==> src/rtl/rfrb_pkg.sv <==
// shared types, codes and constants of the rtp frame reorder buffer
// no dependencies
`default_nettype none

package rfrb_pkg;

    localparam int RFRB_SLOTS  = 512;
    localparam int RFRB_FRAMES = 4;

    localparam logic [24:0] BYTES_MAX = 25'h1ff_ffff;
    localparam logic [9:0]  PKTS_MAX  = 10'h3ff;

    // register reset values
    localparam logic [1:0]  DEPTH_RST    = 2'd2;
    localparam logic [15:0] JUMP_RST     = 16'd32768;
    localparam logic [4:0]  LATE_RST     = 5'd10;
    localparam logic [24:0] OUTBUF_RST   = 25'd1048576;

    typedef enum logic [1:0] {
        REG_FRAME_DEPTH  = 2'd0,
        REG_MAX_SEQ_JUMP = 2'd1,
        REG_MAX_LATE     = 2'd2,
        REG_OUT_BUFFER   = 2'd3
    } reg_idx_t;

    typedef enum logic [2:0] {
        INS_STORED = 3'd0,
        INS_NEW    = 3'd1,
        INS_DUP    = 3'd2,
        INS_FULL   = 3'd3,
        INS_RANGE  = 3'd4
    } ins_status_t;

    typedef enum logic [1:0] {
        FST_OK    = 2'd0,
        FST_GAP   = 2'd1,
        FST_EMPTY = 2'd2,
        FST_OVER  = 2'd3
    } frm_status_t;

    typedef struct packed {
        logic [1:0]  frame_depth;
        logic [15:0] max_seq_jump;
        logic [4:0]  max_late;
        logic [24:0] out_buffer_bytes;
    } cfg_t;

    // one slot entry of the packet memory
    typedef struct packed {
        logic        occ;
        logic        mark;
        logic [15:0] bytes;
    } slot_t;

endpackage

`default_nettype wire

==> src/rtl/rfrb_cfg_regs.sv <==
// apb configuration registers of the reorder buffer
// depends on rfrb_pkg
`default_nettype none

module rfrb_cfg_regs (
    input  wire logic         clk,
    input  wire logic         rst_n,
    input  wire logic         psel,
    input  wire logic         penable,
    input  wire logic         pwrite,
    input  wire logic [3:0]   paddr,
    input  wire logic [31:0]  pwdata,
    output logic [31:0]       prdata,
    output logic              pready,
    output rfrb_pkg::cfg_t    cfg
);
    import rfrb_pkg::*;

    cfg_t     cfg_reg;
    reg_idx_t ridx;

    assign ridx   = reg_idx_t'(paddr[3:2]);
    assign pready = 1'b1;
    assign cfg    = cfg_reg;

    // register writes
    always_ff @(posedge clk or negedge rst_n)
    begin
        if (!rst_n)
        begin
            cfg_reg.frame_depth      <= DEPTH_RST;
            cfg_reg.max_seq_jump     <= JUMP_RST;
            cfg_reg.max_late         <= LATE_RST;
            cfg_reg.out_buffer_bytes <= OUTBUF_RST;
        end
        else if (psel && penable && pwrite)
        begin
            case (ridx)
                REG_FRAME_DEPTH:  cfg_reg.frame_depth      <= pwdata[1:0];
                REG_MAX_SEQ_JUMP: cfg_reg.max_seq_jump     <= pwdata[15:0];
                REG_MAX_LATE:     cfg_reg.max_late         <= pwdata[4:0];
                REG_OUT_BUFFER:   cfg_reg.out_buffer_bytes <= pwdata[24:0];
                default:          cfg_reg <= cfg_reg;
            endcase
        end
    end

    // read mux
    always_comb
    begin
        case (ridx)
            REG_FRAME_DEPTH:  prdata = {30'd0, cfg_reg.frame_depth};
            REG_MAX_SEQ_JUMP: prdata = {16'd0, cfg_reg.max_seq_jump};
            REG_MAX_LATE:     prdata = {27'd0, cfg_reg.max_late};
            REG_OUT_BUFFER:   prdata = {7'd0, cfg_reg.out_buffer_bytes};
            default:          prdata = 32'd0;
        endcase
    end

endmodule

`default_nettype wire

==> config.mk <==
export PLATFORM = sky130hd
export DESIGN_NAME = rfrb_cfg_regs
export DESIGN_NICKNAME = d
export VERILOG_FILES = /design/src/rtl/rfrb_pkg.sv /design/src/rtl/rfrb_cfg_regs.sv
export SDC_FILE = /design/constraint.sdc
export NUM_CORES = 1
export LEC_CHECK = 0
export BUFFER_PORTS_ARGS = -buffer_cell sky130_fd_sc_hd__buf_4
export CAP_MARGIN = 20
export CORE_MARGIN = 1.5
export CORE_UTILIZATION = 48
export DETAILED_ROUTE_END_ITERATION = 10
export PLACE_DENSITY_LB_ADDON = 0.08
export SETUP_SLACK_MARGIN = 0.5
export SLEW_MARGIN = 10
export SYNTH_ARGS = -nofsm -noshare
export SYNTH_HDL_FRONTEND = slang
export SYNTH_SLANG_ARGS = --single-unit
==> constraint.sdc <==
create_clock -name clk -period 2.05 [get_ports clk]
set_clock_uncertainty 0.1 [all_clocks]
set_input_delay 0.3075 -clock clk [delete_from_list [all_inputs] [get_ports clk]]
set_output_delay 0.3075 -clock clk [all_outputs]
set_load 0.01 [all_outputs]
==> insert_results.sql <==
INSERT INTO impl_metrics (metric_group, metric, value, unit) VALUES
('status', 'status', 'finished with violations', ''),
('status', 'violations_in_the_final_reports', 'design-rule violations', ''),
('power', 'power_density', '934', 'nW/um^2'),
('synthesis', 'synthSimpleGateAreaFrac', '0.0751', ''),
('setup_path', 'worstPathArrival', '1.31', 'ns'),
('clock_network', 'cts_tree', 'built', ''),
('sta', 'drv_slew', '0', ''),
('worst_hold_path', 'worstHoldStart', 'pwdata[16]', ''),
('place', 'globalplace.congestion', '0.710', ''),
('route', 'antenna_violating_nets_post_route', '0', ''),
('sta', 'setup-violations-final', '0', ''),
('floorplan', 'initial_core_util', '0.510', ''),
('setup_path', 'critical_path.reg2reg.endpoint', 'cfg[29]', ''),
('run', 'maxCapViolCount', '0', ''),
('setup_path', 'r2r_slack', '0.94', 'ns'),
('global_routing', 'grt_use_total', '0.209', ''),
('synthesis', 'synthMuxAreaShare', '0.322', ''),
('clock_network', 'cts_root_buf', 'sky130_fd_sc_hd__clkbuf_8', ''),
('clock_network', 'h-tree-depth', '2', ''),
('sta', 'fin_ws', '0.336', 'ns'),
('final_layout', 'nFillCells', '324', ''),
('power', 'total_leakage_power', '0.00167', 'uW'),
('final_layout', 'n_antenna_cell', '0', ''),
('final_layout', 'final_cells', '333', ''),
('route', 'detail_route.vias_per_cell', '5.07', ''),
('global_routing', 'met1_usage', '0.266', ''),
('setup_path', 'startpoint_type', 'flop', ''),
('synthesis', 'synthesis.area', '2270', 'sq um'),
('route', 'wire_per_inst', '15.5', 'um'),
('final_layout', 'layout-area-overhead-vs-synth', '45.6', '%'),
('global_routing', 'grt_overflow', '0', ''),
('global_routing', 'grt_most_used_layer', 'met2', ''),
('route', 'vias', '1687', ''),
('route', 'drc', '9', ''),
('final_layout', 'layout-drive-gt1-share', '0.673', ''),
('place', 'numPlacedInstances', '311', ''),
('place', 'detailed_place_hpwl', '3600', 'um'),
('setup_path', 'end_kind', 'output port', ''),
('final_layout', 'largest_reg_flops', '48', ''),
('sta', 'timing.max_slew.rel_slack', '0.612', ''),
('global_routing', 'grtUsageMet2', '0.355', ''),
('global_routing', 'pin_count_of_the_biggest_net_entering_global_routing', '49', ''),
('sta', 'hold_violations', '0', ''),
('synthesis', 'yosysWarnings', '0', ''),
('setup_path', 'path_class', 'reg2out', ''),
('synthesis', 'post_synth_adder_cell_area', '0', ''),
('final_layout', 'layout_common_cells', '114 x sky130_fd_sc_hd__buf_4, 49 x sky130_fd_sc_hd__mux2_2, 43 x sky130_fd_sc_hd__dfrtp_1', ''),
('floorplan', 'design.portCount', '122', ''),
('clock_network', 'clock-sinks', '48', ''),
('power', 'power.ir.vdd_worst', '0.446', 'mV'),
('clock_network', 'worstSkewPairLatency', '0.29', 'ns'),
('setup_path', 'path_cells', 'mux4_2 -> buf_6', ''),
('place', 'place.port_buffers', '104', ''),
('synthesis', 'compound_cell_area_share_of_the_yosys_netlist', '0.0116', ''),
('setup_path', 'timing.rr.start', 'cfg[29]', ''),
('synthesis', 'yosysSeqAreaShare', '0.533', ''),
('sta', 'min_period_over_period', '0.836', ''),
('clock_network', 'max-clock-path-buffers', '2', ''),
('setup_path', 'cp.buffers_inverters', '1', ''),
('floorplan', 'die_area', '5140', 'sq um'),
('global_routing', 'grt_antenna_before_repair', '0', ''),
('worst_hold_path', 'hold-path-endpoint', 'cfg[16]', ''),
('synthesis', 'synth.ff_latch_count', '48', ''),
('route', 'wirelength', '5150', 'um'),
('floorplan', 'rows', '24', ''),
('worst_hold_path', 'worstHoldPathCells', '2', ''),
('synthesis', 'synthesis.area_per_instance', '14.0', 'sq um'),
('setup_path', 'cp.required', '1.64', 'ns'),
('setup_path', 'r2r_cells', '3', ''),
('route', 'drt_iter0_markers', '56', ''),
('sta', 'fin_worst_hold_slack', '0.140', 'ns');
cell type report:
type | instances | area, sq um | share of cell area
multi-input combinational | 102 | 971 | 0.294
sequential | 48 | 1210 | 0.366
tap | 52 | 65.1 | 0.0197
clock buffer | 8 | 90.1 | 0.0273
timing repair buffer | 123 | 965 | 0.292
cell usage after synthesis, drive strengths merged:
cell type | n | area share
dfstp | 5 | 0.058
mux4 | 2 | 0.020
nor3b | 1 | 0.0033
dfrtp | 43 | 0.47
and3 | 9 | 0.025
buf | 15 | 0.050
nor2b | 12 | 0.033
nand2 | 1 | 0.0017
mux2 | 51 | 0.25
mux2i | 11 | 0.049
nor2 | 1 | 0.0017
or3b | 1 | 0.0039
nand3 | 1 | 0.0044
conb | 2 | 0.0033
clkbuf | 3 | 0.0050
a22o | 3 | 0.012
nor3 | 1 | 0.0022
power by group:
| group | internal (uW) | switching (uW) | leakage (uW) | total, uW |
|---|---|---|---|---|
| logic | 718 | 445 | 0.00105 | 1160 |
| clock network | 275 | 292 | 0.0000455 | 567 |
| registers | 1190 | 165 | 0.000580 | 1350 |
cell families (layout without fill, tap and decap cells):
| family | count (synthesis) | in the layout |
|---|---|---|
| other cells | 2 | 8 |
| flops | 48 | 48 |
| mux | 64 | 64 |
| simple gates | 27 | 27 |
| buf+inv | 18 | 131 |
| compound gates | 3 | 3 |
worst max-delay path by stage:
stage | startpoint | end | depth (start not counted)
2_1_floorplan | pwrite | cfg[10] | 4
3_5_place_dp | paddr[2] | prdata[2] | 4
3_3_place_gp | paddr[2] | prdata[2] | 4
6_report | cfg[0] | prdata[0] | 2
5_1_grt | cfg[1] | prdata[1] | 2
4_1_cts | cfg[0] | prdata[0] | 2
per-layer routing:
| layer | vias up | part of all wire |
|---|---|---|
| li1 | 791 | - |
| met1 | 819 | 0.42 |
| met2 | 67 | 0.50 |
| met3 | 10 | 0.061 |
| met4 | 0 | 0.019 |
| met5 | - | 0 |
per-stage QoR:
step | util | area, sq um | power [uW]
2_1_floorplan | - | 2290 | 1830
4_1_cts | 0.735 | 3260 | 3080
6_report | 0.742 | 3300 | 3080
3_3_place_gp | 0.687 | 3050 | 2380
5_1_grt | 0.742 | 3300 | 3240
3_5_place_dp | 0.687 | 3050 | 2420
what timing repair did:
action                                 4_1_cts  5_1_grt
setup endpoints to repair                   16       14
pin swaps                                    0        1
endpoints found under the hold margin       43        0
gates resized for setup                      7        5
hold buffers                                 1        0
setup buffers                               11        2
No activity file was read; power rests on OpenSTA's default activity.
