## src/rtl/rfrb_pkg.sv

```systemverilog
// shared types, codes and constants of the rtp frame reorder buffer
// no dependencies
`default_nettype none

package rfrb_pkg;

    localparam int RFRB_SLOTS  = 512;
    localparam int RFRB_FRAMES = 4;

    localparam logic [24:0] BYTES_MAX = 25'h1ff_ffff;
    localparam logic [9:0]  PKTS_MAX  = 10'h3ff;

    // register reset values
    localparam logic [1:0]  DEPTH_RST    = 2'd2;
    localparam logic [15:0] JUMP_RST     = 16'd32768;
    localparam logic [4:0]  LATE_RST     = 5'd10;
    localparam logic [24:0] OUTBUF_RST   = 25'd1048576;

    typedef enum logic [1:0] {
        REG_FRAME_DEPTH  = 2'd0,
        REG_MAX_SEQ_JUMP = 2'd1,
        REG_MAX_LATE     = 2'd2,
        REG_OUT_BUFFER   = 2'd3
    } reg_idx_t;

    typedef enum logic [2:0] {
        INS_STORED = 3'd0,
        INS_NEW    = 3'd1,
        INS_DUP    = 3'd2,
        INS_FULL   = 3'd3,
        INS_RANGE  = 3'd4
    } ins_status_t;

    typedef enum logic [1:0] {
        FST_OK    = 2'd0,
        FST_GAP   = 2'd1,
        FST_EMPTY = 2'd2,
        FST_OVER  = 2'd3
    } frm_status_t;

    typedef struct packed {
        logic [1:0]  frame_depth;
        logic [15:0] max_seq_jump;
        logic [4:0]  max_late;
        logic [24:0] out_buffer_bytes;
    } cfg_t;

    // one slot entry of the packet memory
    typedef struct packed {
        logic        occ;
        logic        mark;
        logic [15:0] bytes;
    } slot_t;

endpackage

`default_nettype wire

```

## src/rtl/rfrb_ctrl.sv

```systemverilog
// sequencer of the reorder buffer: frame table, insert, shift and release scan
// depends on rfrb_pkg; drives the slot memory ports
`default_nettype none

module rfrb_ctrl #(
    parameter int SLOTS  = rfrb_pkg::RFRB_SLOTS,
    parameter int FRAMES = rfrb_pkg::RFRB_FRAMES,
    parameter int SW     = $clog2(SLOTS),
    parameter int FW     = (FRAMES > 1) ? $clog2(FRAMES) : 1,
    parameter int AW     = FW + SW
) (
    input  wire logic            clk,
    input  wire logic            rst_n,
    input  wire rfrb_pkg::cfg_t  cfg,
    input  wire logic            in_valid,
    output logic                 in_stall,
    input  wire logic [31:0]     timestamp,
    input  wire logic [15:0]     seq_number,
    input  wire logic            marker,
    input  wire logic [6:0]      payload_type,
    input  wire logic [15:0]     payload_bytes,
    output logic                 out_valid,
    input  wire logic            out_stall,
    output logic [2:0]           insert_status,
    output logic                 frame_released,
    output logic [1:0]           frame_status,
    output logic [31:0]          frame_timestamp,
    output logic [6:0]           frame_payload_type,
    output logic [9:0]           frame_packets,
    output logic [24:0]          frame_bytes,
    output logic                 mem_we,
    output logic [AW-1:0]        mem_waddr,
    output rfrb_pkg::slot_t      mem_wdata,
    output logic [AW-1:0]        mem_raddr,
    input  wire rfrb_pkg::slot_t mem_rdata
);
    import rfrb_pkg::*;

    localparam int CW = $clog2(SLOTS + 1);
    localparam int OW = $clog2(FRAMES + 1);
    localparam logic signed [17:0] SLOTS_S = 18'(SLOTS);
    localparam logic [SW-1:0] LAST_SLOT = SW'(SLOTS - 1);

    typedef enum logic [9:0] {
        S_CLEAR  = 10'b00_0000_0001,
        S_IDLE   = 10'b00_0000_0010,
        S_LOOK   = 10'b00_0000_0100,
        S_CHECK  = 10'b00_0000_1000,
        S_SHIFT  = 10'b00_0001_0000,
        S_RELCHK = 10'b00_0010_0000,
        S_SCAN   = 10'b00_0100_0000,
        S_OUT    = 10'b00_1000_0000,
        S_SPARE1 = 10'b01_0000_0000,
        S_SPARE2 = 10'b10_0000_0000
    } state_t;

    state_t state_reg;

    // latched input word
    logic [31:0] ts_reg;
    logic [15:0] seq_reg;
    logic        mk_reg;
    logic [6:0]  pt_reg;
    logic [15:0] nb_reg;
    slot_t       info;

    // frame table
    logic          fvalid_reg [FRAMES];
    logic [31:0]   fts_reg    [FRAMES];
    logic [6:0]    fpt_reg    [FRAMES];
    logic [15:0]   fbase_reg  [FRAMES];
    logic [CW-1:0] fcnt_reg   [FRAMES];
    logic [FW-1:0] head_reg;
    logic [OW-1:0] open_reg;

    // working registers
    logic [FW-1:0]       f_reg;
    logic [15:0]         idx_reg;
    logic signed [17:0]  diff_reg;
    logic [4:0]          d_reg;
    logic [SW-1:0]       j_reg;
    logic                issue_done_reg;
    logic                pend_reg;
    logic [SW-1:0]       pend_j_reg;
    logic                pend_mem_reg;
    logic [CW-1:0]       cnt_reg;
    logic [24:0]         total_reg;
    logic [9:0]          pkts_reg;
    logic                gap_reg;
    logic                search_reg;
    logic [AW-1:0]       clr_reg;

    // result under construction
    logic [2:0]  res_ins_reg;
    logic        res_rel_reg;
    logic [1:0]  res_fst_reg;
    logic [31:0] res_ts_reg;
    logic [6:0]  res_pt_reg;
    logic [9:0]  res_pk_reg;
    logic [24:0] res_by_reg;

    // output register
    logic        out_valid_reg;
    logic [2:0]  o_ins_reg;
    logic        o_rel_reg;
    logic [1:0]  o_fst_reg;
    logic [31:0] o_ts_reg;
    logic [6:0]  o_pt_reg;
    logic [9:0]  o_pk_reg;
    logic [24:0] o_by_reg;

    // lookup and offset logic
    logic               found;
    logic [FW-1:0]      fpos;
    logic [FW-1:0]      npos;
    logic [FW-1:0]      head_inc;
    logic [FW:0]        psum;
    logic [FW:0]        nsum;
    logic [15:0]        base;
    logic signed [17:0] dif0;
    logic signed [17:0] mag;
    logic signed [17:0] dif;
    logic [15:0]        idx;

    // check and scan logic
    logic          chk_dup;
    logic          chk_full;
    logic          chk_range;
    logic [25:0]   tot_sum;
    logic [24:0]   tot_next;
    logic [9:0]    pk_next;
    logic          gap_next;
    logic          search_next;
    logic [1:0]    depth_eff;
    frm_status_t   fst_next;
    logic          out_load;

    assign info = '{occ: 1'b1, mark: mk_reg, bytes: nb_reg};

    // frame lookup by timestamp over the open frames, oldest first
    always_comb
    begin
        found = 1'b0;
        fpos  = '0;
        psum  = '0;
        for (int k = 0; k < FRAMES; k++)
        begin
            psum = (FW+1)'(head_reg) + (FW+1)'(k);
            if (psum >= (FW+1)'(FRAMES))
            begin
                psum = psum - (FW+1)'(FRAMES);
            end
            if (!found && (OW'(k) < open_reg) && fvalid_reg[FW'(psum)]
                && (fts_reg[FW'(psum)] == ts_reg))
            begin
                found = 1'b1;
                fpos  = FW'(psum);
            end
        end
        nsum = (FW+1)'(head_reg) + (FW+1)'(open_reg);
        if (nsum >= (FW+1)'(FRAMES))
        begin
            nsum = nsum - (FW+1)'(FRAMES);
        end
        npos = FW'(nsum);
        if (int'(head_reg) == FRAMES - 1)
        begin
            head_inc = '0;
        end
        else
        begin
            head_inc = head_reg + FW'(1);
        end
    end

    // sequence offset with wrap correction
    always_comb
    begin
        base = fbase_reg[fpos];
        idx  = seq_reg - base;
        dif0 = $signed({2'b00, seq_reg}) - $signed({2'b00, base});
        mag  = (dif0 < 0) ? -dif0 : dif0;
        dif  = dif0;
        if (mag > $signed({2'b00, cfg.max_seq_jump}))
        begin
            dif = (dif0 > 0) ? (dif0 - 18'sd65536) : (dif0 + 18'sd65536);
        end
    end

    // refusal checks, in priority order
    assign chk_dup   = (idx_reg < 16'(SLOTS)) && mem_rdata.occ;
    assign chk_full  = fcnt_reg[f_reg] >= CW'(SLOTS);
    assign chk_range = (diff_reg >= SLOTS_S)
                       || (diff_reg < -$signed({13'd0, cfg.max_late}));

    // release scan accumulation for the slot whose data is back
    always_comb
    begin
        tot_sum     = {1'b0, total_reg} + {10'd0, mem_rdata.bytes};
        tot_next    = total_reg;
        pk_next     = pkts_reg;
        gap_next    = gap_reg;
        search_next = search_reg;
        if (mem_rdata.occ)
        begin
            tot_next = tot_sum[25] ? BYTES_MAX : tot_sum[24:0];
            if (pkts_reg != PKTS_MAX)
            begin
                pk_next = pkts_reg + 10'd1;
            end
        end
        if (pend_j_reg == '0)
        begin
            search_next = !mem_rdata.mark;
        end
        else if (search_reg)
        begin
            if (!mem_rdata.occ)
            begin
                gap_next    = 1'b1;
                search_next = 1'b0;
            end
            else if (mem_rdata.mark)
            begin
                search_next = 1'b0;
            end
        end
        if (gap_next)
        begin
            fst_next = FST_GAP;
        end
        else if (tot_next == '0)
        begin
            fst_next = FST_EMPTY;
        end
        else if (tot_next > cfg.out_buffer_bytes)
        begin
            fst_next = FST_OVER;
        end
        else
        begin
            fst_next = FST_OK;
        end
        if (int'(cfg.frame_depth) > FRAMES - 1)
        begin
            depth_eff = 2'(FRAMES - 1);
        end
        else
        begin
            depth_eff = cfg.frame_depth;
        end
    end

    // slot memory port control
    always_comb
    begin
        mem_we    = 1'b0;
        mem_waddr = '0;
        mem_wdata = '0;
        mem_raddr = '0;
        case (state_reg)
            S_CLEAR:
            begin
                mem_we    = 1'b1;
                mem_waddr = clr_reg;
            end
            S_LOOK:
            begin
                mem_raddr = {fpos, idx[SW-1:0]};
                if (!found)
                begin
                    mem_we    = 1'b1;
                    mem_waddr = {npos, SW'(0)};
                    mem_wdata = info;
                end
            end
            S_CHECK:
            begin
                if (!chk_dup && !chk_full && !chk_range && (diff_reg >= 0))
                begin
                    mem_we    = 1'b1;
                    mem_waddr = {f_reg, diff_reg[SW-1:0]};
                    mem_wdata = info;
                end
            end
            S_SHIFT:
            begin
                mem_raddr = {f_reg, j_reg - SW'(d_reg)};
                mem_we    = pend_reg;
                mem_waddr = {f_reg, pend_j_reg};
                if (pend_j_reg == '0)
                begin
                    mem_wdata = info;
                end
                else if (pend_mem_reg)
                begin
                    mem_wdata = mem_rdata;
                end
            end
            S_SCAN:
            begin
                mem_raddr = {head_reg, j_reg};
                mem_we    = pend_reg;
                mem_waddr = {head_reg, pend_j_reg};
            end
            default:
            begin
                mem_we = 1'b0;
            end
        endcase
    end

    assign out_load = (state_reg == S_OUT) && (!out_valid_reg || !out_stall);

    // main sequencer
    always_ff @(posedge clk or negedge rst_n)
    begin
        if (!rst_n)
        begin
            state_reg      <= S_CLEAR;
            clr_reg        <= '0;
            head_reg       <= '0;
            open_reg       <= '0;
            issue_done_reg <= 1'b0;
            pend_reg       <= 1'b0;
            for (int i = 0; i < FRAMES; i++)
            begin
                fvalid_reg[i] <= 1'b0;
                fcnt_reg[i]   <= '0;
            end
        end
        else
        begin
            case (state_reg)
                // zero the slot memory once after reset
                S_CLEAR:
                begin
                    clr_reg <= clr_reg + AW'(1);
                    if (clr_reg == '1)
                    begin
                        state_reg <= S_IDLE;
                    end
                end
                S_IDLE:
                begin
                    if (in_valid)
                    begin
                        ts_reg      <= timestamp;
                        seq_reg     <= seq_number;
                        mk_reg      <= marker;
                        pt_reg      <= payload_type;
                        nb_reg      <= payload_bytes;
                        res_rel_reg <= 1'b0;
                        res_fst_reg <= FST_OK;
                        res_ts_reg  <= '0;
                        res_pt_reg  <= '0;
                        res_pk_reg  <= '0;
                        res_by_reg  <= '0;
                        state_reg   <= S_LOOK;
                    end
                end
                // open a new frame or read the target slot
                S_LOOK:
                begin
                    if (!found)
                    begin
                        fvalid_reg[npos] <= 1'b1;
                        fts_reg[npos]    <= ts_reg;
                        fpt_reg[npos]    <= pt_reg;
                        fbase_reg[npos]  <= seq_reg;
                        fcnt_reg[npos]   <= CW'(1);
                        open_reg         <= open_reg + OW'(1);
                        res_ins_reg      <= INS_NEW;
                        state_reg        <= S_RELCHK;
                    end
                    else
                    begin
                        f_reg     <= fpos;
                        idx_reg   <= idx;
                        diff_reg  <= dif;
                        state_reg <= S_CHECK;
                    end
                end
                S_CHECK:
                begin
                    if (chk_dup)
                    begin
                        res_ins_reg <= INS_DUP;
                        state_reg   <= S_RELCHK;
                    end
                    else if (chk_full)
                    begin
                        res_ins_reg <= INS_FULL;
                        state_reg   <= S_OUT;
                    end
                    else if (chk_range)
                    begin
                        res_ins_reg <= INS_RANGE;
                        state_reg   <= S_OUT;
                    end
                    else if (diff_reg >= 0)
                    begin
                        fcnt_reg[f_reg] <= fcnt_reg[f_reg] + CW'(1);
                        res_ins_reg     <= INS_STORED;
                        state_reg       <= S_RELCHK;
                    end
                    else
                    begin
                        d_reg          <= 5'(-diff_reg);
                        j_reg          <= LAST_SLOT;
                        issue_done_reg <= 1'b0;
                        pend_reg       <= 1'b0;
                        cnt_reg        <= CW'(1);
                        state_reg      <= S_SHIFT;
                    end
                end
                // move the frame up by d slots, top slot first
                S_SHIFT:
                begin
                    if (pend_reg && pend_mem_reg && mem_rdata.occ)
                    begin
                        cnt_reg <= cnt_reg + CW'(1);
                    end
                    if (!issue_done_reg)
                    begin
                        pend_reg     <= 1'b1;
                        pend_j_reg   <= j_reg;
                        pend_mem_reg <= int'(j_reg) >= int'(d_reg);
                        if (j_reg == '0)
                        begin
                            issue_done_reg <= 1'b1;
                        end
                        else
                        begin
                            j_reg <= j_reg - SW'(1);
                        end
                    end
                    else
                    begin
                        pend_reg <= 1'b0;
                    end
                    if (pend_reg && (pend_j_reg == '0))
                    begin
                        fbase_reg[f_reg] <= seq_reg;
                        fcnt_reg[f_reg]  <= cnt_reg;
                        res_ins_reg      <= INS_STORED;
                        state_reg        <= S_RELCHK;
                    end
                end
                S_RELCHK:
                begin
                    if (open_reg > OW'(depth_eff))
                    begin
                        j_reg          <= '0;
                        issue_done_reg <= 1'b0;
                        pend_reg       <= 1'b0;
                        total_reg      <= '0;
                        pkts_reg       <= '0;
                        gap_reg        <= 1'b0;
                        search_reg     <= 1'b0;
                        state_reg      <= S_SCAN;
                    end
                    else
                    begin
                        state_reg <= S_OUT;
                    end
                end
                // read, total and clear every slot of the oldest frame
                S_SCAN:
                begin
                    if (pend_reg)
                    begin
                        total_reg  <= tot_next;
                        pkts_reg   <= pk_next;
                        gap_reg    <= gap_next;
                        search_reg <= search_next;
                    end
                    if (!issue_done_reg)
                    begin
                        pend_reg   <= 1'b1;
                        pend_j_reg <= j_reg;
                        if (j_reg == LAST_SLOT)
                        begin
                            issue_done_reg <= 1'b1;
                        end
                        else
                        begin
                            j_reg <= j_reg + SW'(1);
                        end
                    end
                    else
                    begin
                        pend_reg <= 1'b0;
                    end
                    if (pend_reg && (pend_j_reg == LAST_SLOT))
                    begin
                        res_rel_reg          <= 1'b1;
                        res_fst_reg          <= fst_next;
                        res_ts_reg           <= fts_reg[head_reg];
                        res_pt_reg           <= fpt_reg[head_reg];
                        res_pk_reg           <= pk_next;
                        res_by_reg           <= tot_next;
                        fvalid_reg[head_reg] <= 1'b0;
                        fcnt_reg[head_reg]   <= '0;
                        head_reg             <= head_inc;
                        open_reg             <= open_reg - OW'(1);
                        state_reg            <= S_OUT;
                    end
                end
                S_OUT:
                begin
                    if (out_load)
                    begin
                        state_reg <= S_IDLE;
                    end
                end
                default:
                begin
                    state_reg <= S_IDLE;
                end
            endcase
        end
    end

    // output register
    always_ff @(posedge clk or negedge rst_n)
    begin
        if (!rst_n)
        begin
            out_valid_reg <= 1'b0;
        end
        else if (out_load)
        begin
            out_valid_reg <= 1'b1;
        end
        else if (!out_stall)
        begin
            out_valid_reg <= 1'b0;
        end
    end

    always_ff @(posedge clk)
    begin
        if (out_load)
        begin
            o_ins_reg <= res_ins_reg;
            o_rel_reg <= res_rel_reg;
            o_fst_reg <= res_fst_reg;
            o_ts_reg  <= res_ts_reg;
            o_pt_reg  <= res_pt_reg;
            o_pk_reg  <= res_pk_reg;
            o_by_reg  <= res_by_reg;
        end
    end

    assign in_stall           = (state_reg != S_IDLE);
    assign out_valid          = out_valid_reg;
    assign insert_status      = o_ins_reg;
    assign frame_released     = o_rel_reg;
    assign frame_status       = o_fst_reg;
    assign frame_timestamp    = o_ts_reg;
    assign frame_payload_type = o_pt_reg;
    assign frame_packets      = o_pk_reg;
    assign frame_bytes        = o_by_reg;

endmodule

`default_nettype wire

```

## config.mk

```make
export PLATFORM = sky130hd
export DESIGN_NAME = rfrb_ctrl
export DESIGN_NICKNAME = d
export VERILOG_FILES = /design/src/rtl/rfrb_pkg.sv /design/src/rtl/rfrb_ctrl.sv
export SDC_FILE = /design/constraint.sdc
export NUM_CORES = 1
export LEC_CHECK = 0
export BUFFER_PORTS_ARGS = -buffer_cell sky130_fd_sc_hd__clkbuf_2
export CAP_MARGIN = 20
export CORE_MARGIN = 8
export CORE_UTILIZATION = 55
export CTS_BUF_LIST = sky130_fd_sc_hd__clkbuf_16
export CTS_CLUSTER_SIZE = 8
export DETAILED_ROUTE_END_ITERATION = 7
export GPL_TIMING_DRIVEN = 0
export PLACE_DENSITY_LB_ADDON = 0.12
export SYNTH_ARGS = -nofsm -noshare
export SYNTH_HDL_FRONTEND = slang
export SYNTH_SLANG_ARGS = --single-unit
```

## constraint.sdc

```tcl
create_clock -name clk -period 9.1 [get_ports clk]
set_input_delay 0.455 -clock clk [delete_from_list [all_inputs] [get_ports clk]]
set_output_delay 0.455 -clock clk [all_outputs]
set_load 0.01 [all_outputs]
```

==> metrics.md <==
| Metric | Value |
|---|---|
| Status | `finished, final reports clean` |
| Min Tclk post-route | `between 9000 and 10000 ps` |
| Core Region | `between 60000 and 70000 sq um` |
| Endpoints failing setup | `0` |
| Kind of start point of the critical path | `flip-flop` |
| Final setup margin | `between 90 and 100 ps` |
| Worst IR Drop VDD | `254 uV` |
| Max FFs per register | `128` |
| Vias in the first global route | `26100` |
| Final period util | `99.0%` |
| Critical path class | `reg2reg` |
| Vias per cell | `6.57` |
| First-pass DRT Iterations | `8` |
| Syn_nets | `2943` |
| CTS max path bufs | `3` |
| Largest net degree at the start of global routing | `63` |
| P_leak | `15.5 nW` |
| Cell area after synthesis | `between 30000 and 40000 sq um` |
| Drc violations | `0` |
| CP Capture Point | `diff_reg[17]` |
| CP Capture Type | `flip-flop` |
| Die W | `264 um` |
| Worst Clk Skew | `27.3 ps` |
| DP Wirelength | `roughly 84 mm` |
| Via count | `between 20000 and 30000` |
| Slowest cell on the critical path | `or4_4` |
| Post-synth EDFFs | `543` |
| Post-Synthesis Cells | `2668` |
| Launch point of the worst path | `head_reg[0]` |
| CTS Root Cell | `clkbuf_16` |
| Main synth FF type | `edfxtp_1` |
| I/O Buffers | `264` |
| Yosys cell types | `95` |
| Worst reg2reg setup slack | `about 94 ps` |
| Max-slew violation count | `0` |
| Die H | `264 um` |
| Pwr Density | `181 nW/um^2` |
| GRT Util Overall | `32.4%` |
| Synth Warn # | `0` |
| Top Ports | `265` |
| Share of layout cells above drive strength 1 | `24.7%` |
| Total power | `approximately 7.5 mW` |
| DRT iter0 DRCs | `3191` |
| Reg2reg start | `head_reg[0]` |
| CP max FO | `10` |
| Num CTS Buffers | `87` |
| Hold Path Class | `in2reg` |
| Slew HR | `between 20% and 30%` |
| Nets | `3451` |
| GRT overflow | `0` |
| Max-cap violations | `0` |
| DP Worst Slack | `-3590 ps` |
| Slowest cell delay on critical path | `a little under 600 ps` |
| Setup_tns | `0 ps` |
| Clk slew on worst S/H paths | `50 ps` |
| Tightest Pin Transition | `roughly 1100 ps` |
| Full die area | `69700 sq um` |
| Final GP Congestion | `1.01` |
| Clock Sinks | `614` |
| Sequential element share of the synthesized area | `53.5%` |
| Layout area overhead | `22.6%` |
| CP dominant cell by count | `buf_12` |
| CTS tree | `built` |
| Required time at the worst-slack endpoint | `9440 ps` |
| Avg Synthesized Cell Area | `roughly 13 sq um` |
| ANT nets after route | `0` |
| Worst Path Arrival | `9350 ps` |
| Final WL | `about 120 mm` |
| Row cnt | `91` |
| Fillers | `4391` |
| WL/cell | `29.1 um` |
| Starting density of the core | `55.2%` |
| H-tree Lvls | `3` |
| Reg2reg end | `diff_reg[17]` |
| Worst hold slack | `29.5 ps` |
| Reg2reg path depth | `40` |
| Post-synth ARST share | `11.6%` |
| First-pass GRT wire length | `170 mm` |
| Clk_lat worst skew | `roughly 640 ps` |
| FMAX | `about 110 MHz` |
| Hold Violations, Final | `0` |
| Initial antenna violation count | `1` |
| Yosys reg bits | `614` |
how the worst min path moves through the flow:
stage	startpoint	to	slack [ps]	cells after the start
3_3_place_gp	res_by_reg[15]	frame_bytes[15]	400	0
3_5_place_dp	rst_n	clr_reg[1]	340	1
6_report	payload_bytes[5]	nb_reg[5]	30	1
5_1_grt	payload_type[4]	pt_reg[4]	10	1
2_1_floorplan	rst_n	clr_reg[0]	160	0
4_1_cts	payload_type[4]	pt_reg[4]	2	1
cells in the final DEF, fill, tap and decap left out, drive strengths merged, types with 30 or more instances in the layout:
| cell type | netlist | routed |
|---|---|---|
| buf | 62 | 148 |
| nand3 | 43 | 43 |
| a21oi | 108 | 108 |
| xor2 | 62 | 62 |
| nand4 | 58 | 58 |
| and2 | 46 | 46 |
| dfrtp | 70 | 70 |
| mux2i | 130 | 130 |
| inv | 125 | 156 |
| dlygate4sd3 | 0 | 67 |
| xnor2 | 154 | 154 |
| mux4 | 103 | 103 |
| a21o | 41 | 41 |
| nor3 | 34 | 34 |
| a22o | 36 | 36 |
| nor2 | 140 | 140 |
| edfxtp | 543 | 543 |
| mux2 | 34 | 34 |
| clkbuf | 65 | 418 |
| o21ai | 92 | 92 |
| o22ai | 30 | 30 |
| nand2 | 184 | 184 |
| ha | 129 | 129 |
synthesized netlist by cell type (8+ instances only):
master,n,share of area (%)
inv_1,125,1.4
a21o_1,41,0.91
o21bai_1,13,0.29
ha_1,129,4.8
xor2_1,62,1.6
and3_1,25,0.46
a22o_1,36,0.93
buf_2,20,0.30
o21a_1,12,0.27
buf_6,12,0.40
a31oi_1,16,0.30
nand3_1,43,0.64
a21oi_1,108,1.6
o2bb2ai_1,12,0.31
nand2_1,184,2.0
and2_1,45,0.83
a211oi_1,19,0.42
nand3b_1,8,0.18
edfxtp_1,543,48
nor2_1,139,1.5
xnor2_1,153,4.0
nand4_1,58,1.1
o211ai_1,9,0.20
nor2b_1,25,0.46
mux2i_1,129,3.8
dfrtp_1,70,5.2
or4_1,10,0.22
mux4_2,103,6.9
o22ai_1,30,0.56
a221oi_1,13,0.34
mux2_2,33,1.1
nor3b_1,8,0.18
nor3_1,33,0.49
a32o_1,15,0.44
clkbuf_1,63,0.70
buf_4,13,0.29
nand2b_1,20,0.37
or2_2,8,0.15
buf_1,16,0.18
o21ai_0,86,1.3
or3_1,15,0.28
a2bb2oi_1,9,0.23
nor4_1,19,0.35
a22oi_1,18,0.40
metrics by stage:
step	std cells	utilization, %	area (sq um)
floorplan	2668	-	33800
global route	4001	67.7	41400
detailed placement	3742	59.8	36600
finish	4002	67.7	41400
CTS	3981	66.7	40900
global placement	3722	59.0	36100
timing repair:
item / 4_1_cts / 5_1_grt
cloned: 0 / 2
setup buffers: 49 / 23
pin swaps: 34 / 32
hold endpoints to repair: 120 / 0
gates resized for setup: 151 / 84
hold buffers: 67 / 0
endpoints found under the setup margin: 34 / 2
kinds of logic after synthesis:
| logic type | share of synthesized area, % |
|---|---|
| adder cells (fa/ha/maj) | 5.01 |
| AND/OR/NAND/NOR | 10.1 |
| flip-flops | 53.5 |
| XOR/XNOR | 5.62 |
| multiplexers | 11.9 |
| buffers and inverters | 3.34 |
| AO/OA/AOI/OAI | 10.6 |
report_power, final:
group | switching (mW) | internal [mW] | leakage, nW | total [mW]
Clock | 1.21 | 1.71 | 1.29 | 2.92
Combinational | 0.757 | 0.464 | 8.34 | 1.22
Sequential | 0.106 | 3.25 | 5.91 | 3.36
worst max-delay path: cells and delay by family (launching register included):
family          cells  cell delay (ps)
xor+xnor            3              580
fa+ha+maj           3              890
mux                 2              700
compound gates     12             2060
buf+inv            11             1710
flops               1              400
simple gates        9             2290
routing by layer:
| metal | part of all wire [%] | GRT usage, % | wire length [um] |
|---|---|---|---|
| met3 | 9.7 | 6.67 | 11300 |
| met1 | 40 | 43.3 | 46300 |
| met2 | 46 | 51.7 | 53700 |
| met4 | 4.5 | 12.9 | 5280 |
| met5 | 0.011 | 0 | 13 |
final cells by class:
cell class	instances	area (sq um)	area share (%)
sequential	614	18100	43.6
multi-input combinational	1802	15600	37.5
timing repair buffer	423	3010	7.27
clock buffer	87	2180	5.25
tap	790	988	2.38
buffer	123	898	2.17
inverter	125	477	1.15
clock inverter	37	251	0.607
antenna	1	2.50	0.00604
Power figures use the tool's default switching activity.
